===== src/rtl/bpra_pkg.sv =====
// ----------------------------------------------------------------------------
// bpra_pkg
// Shared types and constants for the bitmap page run allocator: field widths,
// beat layout, operation and status codes, and the word scan result bundle.
// ----------------------------------------------------------------------------
package bpra_pkg;

  // Default geometry of the tracked window
  localparam int unsigned DEF_TRACKED_PAGES = 4096;
  localparam int unsigned DEF_FIRST_PAGE    = 1024;
  localparam int unsigned DEF_WORD_BITS     = 32;

  // Field widths
  localparam int PAGE_W  = 20;
  localparam int COUNT_W = 13;
  // Page index arithmetic: holds page + count and window end without wrap
  localparam int IDX_W   = 22;

  // Input beat layout: start_page low, page_count above, zero padded
  localparam int IN_DATA_W   = 40;
  localparam int IN_START_LO = 0;
  localparam int IN_COUNT_LO = PAGE_W;

  // Output beat layout: run_start, zero padded
  localparam int OUT_DATA_W = 24;

  typedef enum logic {
    OP_ALLOC = 1'b0,
    OP_FREE  = 1'b1
  } op_t;

  typedef enum logic [1:0] {
    STATUS_DONE       = 2'd0,
    STATUS_NO_SPACE   = 2'd1,
    STATUS_ZERO_COUNT = 2'd2
  } status_t;

  // Result of scanning one bitmap word for a free run
  typedef struct packed {
    logic               found;      // run of the requested length ends here
    logic               start_here; // that run starts inside this word
    logic               any_zero;   // word holds at least one used page
    logic [COUNT_W-1:0] run_out;    // free pages ending at the word's top bit
  } scan_res_t;

endpackage


===== src/rtl/bpra_word_scan.sv =====
// ----------------------------------------------------------------------------
// bpra_word_scan
// Searches one bitmap word for the lowest bit at which a free run of the
// requested length completes, taking the run carried in from lower words.
// ----------------------------------------------------------------------------
module bpra_word_scan #(
  parameter int unsigned WORD_BITS = bpra_pkg::DEF_WORD_BITS
) (
  input  logic [WORD_BITS-1:0]          word_i,
  input  logic [bpra_pkg::COUNT_W-1:0]  run_in,
  input  logic [bpra_pkg::COUNT_W-1:0]  count,
  output logic [$clog2(WORD_BITS)-1:0]  hit_idx,
  output bpra_pkg::scan_res_t           res
);

  localparam int HIT_W = $clog2(WORD_BITS);
  localparam int RUN_W = bpra_pkg::COUNT_W + 1;

  logic [WORD_BITS-1:0] hit_vec;

  // Per bit: the window of count bits ending here is all free, and the run
  // carried from below covers whatever part of the window lies under bit 0
  for (genvar j = 0; j < WORD_BITS; j++) begin : g_bit
    localparam logic [WORD_BITS-1:0] LOW_MASK = {WORD_BITS{1'b1}} >> (WORD_BITS - 1 - j);
    logic [WORD_BITS-1:0] win_mask;
    logic                 win_free;
    logic [RUN_W-1:0]     reach;

    assign win_mask   = LOW_MASK & ~(LOW_MASK >> count);
    assign win_free   = (~word_i & win_mask) == '0;
    assign reach      = RUN_W'(run_in) + RUN_W'(j + 1);
    assign hit_vec[j] = win_free && (reach >= RUN_W'(count));
  end

  // Pick the lowest hit, find the top used page, summarize
  always_comb begin
    int hz;
    hz      = 0;
    hit_idx = '0;
    for (int j = WORD_BITS - 1; j >= 0; j--) begin
      if (hit_vec[j]) begin
        hit_idx = HIT_W'(j);
      end
    end
    for (int j = 0; j < WORD_BITS; j++) begin
      if (!word_i[j]) begin
        hz = j;
      end
    end
    res.found      = |hit_vec;
    res.start_here = RUN_W'(count) <= (RUN_W'(hit_idx) + RUN_W'(1));
    res.any_zero   = ~&word_i;
    if (&word_i) begin
      res.run_out = bpra_pkg::COUNT_W'(RUN_W'(run_in) + RUN_W'(WORD_BITS));
    end else begin
      res.run_out = bpra_pkg::COUNT_W'(WORD_BITS - 1 - hz);
    end
  end

endmodule


===== config.mk =====
export PLATFORM = sky130hd
export DESIGN_NAME = bpra_word_scan
export DESIGN_NICKNAME = d
export VERILOG_FILES = /design/src/rtl/bpra_pkg.sv /design/src/rtl/bpra_word_scan.sv
export SDC_FILE = /design/constraint.sdc
export NUM_CORES = 1
export LEC_CHECK = 0
export BUFFER_PORTS_ARGS = -buffer_cell sky130_fd_sc_hd__buf_2
export CORE_UTILIZATION = 55
export DETAILED_ROUTE_END_ITERATION = 7
export PLACE_DENSITY = 0.73
export SYNTH_ARGS = -nofsm -noshare
export SYNTH_HDL_FRONTEND = slang
export SYNTH_SLANG_ARGS = --single-unit

===== constraint.sdc =====
create_clock -name vclk -period 18.13
set_clock_uncertainty 0.05 [all_clocks]
set_input_delay 0.9065 -clock vclk [all_inputs]
set_output_delay 0.9065 -clock vclk [all_outputs]
set_load 0.005 [all_outputs]

Word level (Yosys, flattened, before mapping)
Cells that the tools add are included.

Bits in registers: 0. Input port bits: 58. Output and inout bits: 21. Logic and storage cells: 295.

$add $sub $neg: 34. Magnitude comparators: 33. Shift-type cells: 32. Muxes and demuxes: 64. Bitwise gates (word level): 65. Reductions and logical operators: 67.

Operator list (number): 32-bit zero test (32); 14-bit by 13-bit >= comparator with 1-bit output (32); 13-bit two-way mux (31); 13-bit by 5-bit adder with 14-bit output, second input constant (16); 5-bit two-way mux (32); 13-bit by 4-bit adder with 14-bit output, second input constant (8); 32-bit NOT (2); 13-bit by 3-bit adder with 14-bit output, second input constant (4); 32-bit by 1-bit bitwise AND with 32-bit output (1); 32-bit by 10-bit bitwise AND with 32-bit output (1); 32-bit by 11-bit bitwise AND with 32-bit output (1); 32-bit by 12-bit bitwise AND with 32-bit output (1); 32-bit by 13-bit bitwise AND with 32-bit output (1); 32-bit by 14-bit bitwise AND with 32-bit output (1); 32-bit by 15-bit bitwise AND with 32-bit output (1); 32-bit by 16-bit bitwise AND with 32-bit output (1); 32-bit by 17-bit bitwise AND with 32-bit output (1); 32-bit by 18-bit bitwise AND with 32-bit output (1); 32-bit by 19-bit bitwise AND with 32-bit output (1); 32-bit by 2-bit bitwise AND with 32-bit output (1); 32-bit by 20-bit bitwise AND with 32-bit output (1); 32-bit by 21-bit bitwise AND with 32-bit output (1); 32-bit by 22-bit bitwise AND with 32-bit output (1); 32-bit by 23-bit bitwise AND with 32-bit output (1); other kinds (90) (122).

Logic depth before layout (Yosys ltp)
Depth in word-level cells: 39. Gate-level depth with buffers: 32. Gate-level depth less buffers: 30.

Least setup slack after synthesis
OpenSTA, ideal clock, no wires.

Kind: input port to output port. From: input run_in[4] in the netlist's numbering. To: output res[14] in the netlist's numbering. Arrival: 6.663 ns. Data required time: 17.174 ns. Slack: 10.511 ns. Cell stages on the path: 30. Buffers on the path: 3. Cells stage by stage: clkbuf_1 > inv_1 > buf_1 > ha_1 > clkbuf_1 > nand2_1 > o21ai_0 > nand2_1 > xnor2_1 > ha_1 > a211oi_1 > or3_1 > or4_4 > or4_1 > nand3_1 > a221o_1 > a311o_1 > a21oi_1 > o21a_1 > ha_1 > inv_1 > ha_1 > nor2b_1 > o21a_1 > o21a_1 > o21ai_0 > nand2b_1 > a21oi_1 > a31oi_1 > nor3_1.

RTL lines: start: declaration (RTL line bpra_word_scan.sv:10) `input logic [bpra_pkg::COUNT_W-1:0] run_in,`; end: declaration (RTL line bpra_word_scan.sv:13) `output bpra_pkg::scan_res_t res`.

==> metrics.md <==
| Metric | Value |
|---|---|
| Setup-failing EPs final | `0` |
| Slew Limit Fails | `0` |
| Yosys cell types | `84` |
| First-pass GRT wire length | `119.0 mm` |
| Cell internal pwr | `0.0001595 W` |
| Leak | `7.403 nW` |
| Vias in the first global route | `19540` |
| Routed WL | `79.18 mm` |
| Hold Crit Depth | `4` |
| Pwr Density | `26.61 nW/um^2` |
| Final Hold Viols | `0` |
| RSZ-0062 raised after global routing | `no` |
| Critical path capture point type | `output pin` |
| Comb power frac | `100.0%` |
| Cts hold-fix bufs | `0` |
| Synth warnings | `0` |
| Finished layout cell area | `16880 sq um` |
| Antenna Violating Nets Remaining | `0` |
| Placed Area | `16880 sq um` |
| Syn Inst Count | `2279` |
| Period utilization | `52.36%` |
| Adder-Cell Fraction of Synth Area | `26.35%` |
| Dpl hpwl | `53.75 mm` |
| CP Data Required Time | `17.17 ns` |
| Rows | `62` |
| Final setup TNS | `0 ns` |
| Synth-to-layout area growth | `3.055%` |
| Worst setup margin | `8.638 ns` |
| Startpoint class of the critical path | `input pin` |
| Postcts setup bufs | `0` |
| DR DRC count | `1` |
| Rel. slew slack | `12.71%` |
| Fin nets | `2616` |
| 1st-iter DRT viols | `3669` |
| Period minus WS final | `9.492 ns` |
| Wire length per cell | `30.51 um` |
| Post-CTS sizing | `0` |
| Synth Cell Area | `16380 sq um` |
| Synth Area in Simple Gates | `18.72%` |
| Achievable Freq | `105.3 MHz` |
| CP Class | `in -> out` |
| Mux cell area share after synthesis | `0%` |
| # diodes | `0` |
| Worst EP arrival | `8.54 ns` |
| # IOs | `79` |
| Worst Tran Pin Value | `1.297 ns` |
| Power, Total | `0.0004493 W` |
| Die H | `174.6 um` |
| Slowest Stage Delay on Critical Path | `0.63 ns` |
| Clkbuf count | `0` |
| Gr usage total | `50.34%` |
| Via/cell ratio | `7.882` |
| Die area | `30470 sq um` |
| Final Wtd Congestion | `1.054` |
| DP Worst Slack | `8.957 ns` |
| Register area | `0 sq um` |
| IO buf count | `79` |
| Crit-path max FO | `22` |
| Max rail drop VDD | `0.01951 mV` |
| Final core utilization | `58.18%` |
| Syn avg cell area | `7.187 sq um` |
| First-pass DRT Iterations | `8` |
| Overflow after GRT | `0` |
| Outcome | `complete, but fails checks` |
| Clock share of power | `0%` |
| Switching portion of total power | `64.50%` |
| MaxCap Viol Count | `0` |
| Register area share after synthesis | `0%` |
| Largest net degree at the start of global routing | `40` |
| Slowest stage cell, crit path | `nand3_1` |
| Worst hold path class | `in -> out` |
| Die W | `174.6 um` |
| Failing checks | `DRC` |
| Core area | `29010 sq um` |
| Synth Area in XOR/XNOR | `14.87%` |
| Share of cells above drive strength 1 | `7.553%` |
| Initial antenna violation count | `1` |
| Flip-flop and latch count | `0` |
| Syn nets | `2682` |
| Initial Utilization | `56.46%` |
| P_sw | `0.0002898 W` |
| Synth Area in Compound Gates | `33.62%` |
| DR vias | `20460` |
| Share of power burned in registers | `0%` |
| Largest family of logic cells by synthesized area | `compound AO/OA/AOI/OAI gates` |
[final cells by class]
class                           instances  area [sq um]
Tap cell                              384         480.5
Fill cell                            2747         12130
Multi-Input combinational cell       2009         15360
Timing Repair Buffer                  128         763.2
Inverter                               74         277.8
[worst max-delay path, delay by kind of cell]
| kind | cells | cell delay (ns) |
|---|---|---|
| xor gates and xnor gates | 1 | 0.16 |
| buffers and inverters | 4 | 1.09 |
| and+or+nand+nor | 8 | 2.39 |
| adders and majority gates | 4 | 1.35 |
| AOI/OAI and AO/OA | 13 | 2.63 |
[per-layer routing]
layer	up-vias	routed length, um	global-route usage (%)
met5	-	13	0
met4	2	6937	33.84
met3	584	12700	17.75
met2	1941	30810	72.24
met1	9433	28720	62.83
li1	8495	-	-
[worst paths after layout]
path  startpoint  endpoint
max    run_in[4]   res[14]
min   word_i[31]    res[1]
[synthesized netlist by cell type, types with 14 or more instances]
library cell,number,share of area (%)
ha_1,345,26
nor2_1,182,4.2
xnor2_1,156,8.3
clkbuf_1,143,3.3
a21oi_1,142,4.3
nand2_1,135,3.1
xor2_1,122,6.5
o22ai_1,121,4.6
o21ai_0,100,3.1
inv_1,73,1.7
a21o_1,55,2.5
nand3_1,52,1.6
o221ai_1,46,2.5
o22a_1,46,2.5
a211oi_1,34,1.6
nand2b_1,34,1.3
o211ai_1,31,1.4
buf_1,30,0.69
a31oi_1,29,1.1
nor4_1,29,1.1
nor3_1,25,0.76
nand4_1,23,0.88
nor2b_1,22,0.84
buf_2,21,0.64
o21a_1,21,0.96
and3_1,20,0.76
a2111oi_0,19,1.0
and4_1,16,0.86
o2111ai_1,15,0.80
or3_1,14,0.53
[logic make-up after synthesis]
logic type | after synthesis
AO/OA/AOI/OAI | 784
buffers and inverters | 270
XOR/XNOR | 278
AND/OR/NAND/NOR | 602
adder cells (fa/ha/maj) | 345
[metrics by stage]
step	hold WS (ns)	instances
2_1_floorplan	1.896	2279
3_3_place_gp	2.185	2595
3_5_place_dp	2.183	2595
4_1_cts	2.184	2595
5_1_grt	2.210	2595
6_report	2.212	2595
[cells in the final DEF (no fill, tap or decap), types with 52 or more instances in the layout]
cell type  synthesis  final
inv_1             73     73
ha_1             345    345
a21o_1            55     55
xor2_1           122    122
nand3_1           52     52
buf_2             21     79
nand2_1          135    135
o21ai_0          100    100
xnor2_1          156    156
a21oi_1          142    142
nor2_1           182    182
o22ai_1          121    121
[power by group through the flow]
| stage | clock [W] | combinational [W] | sequential, W |
|---|---|---|---|
| 4_1_cts | 0 | 0.000428 | 0 |
| 2_1_floorplan | 0 | 0.000293 | 0 |
| 3_3_place_gp | 0 | 0.000412 | 0 |
| 5_1_grt | 0 | 0.000482 | 0 |
| 6_report | 0 | 0.000449 | 0 |
| 3_5_place_dp | 0 | 0.000426 | 0 |
No activity file was read; power rests on OpenSTA's default activity.
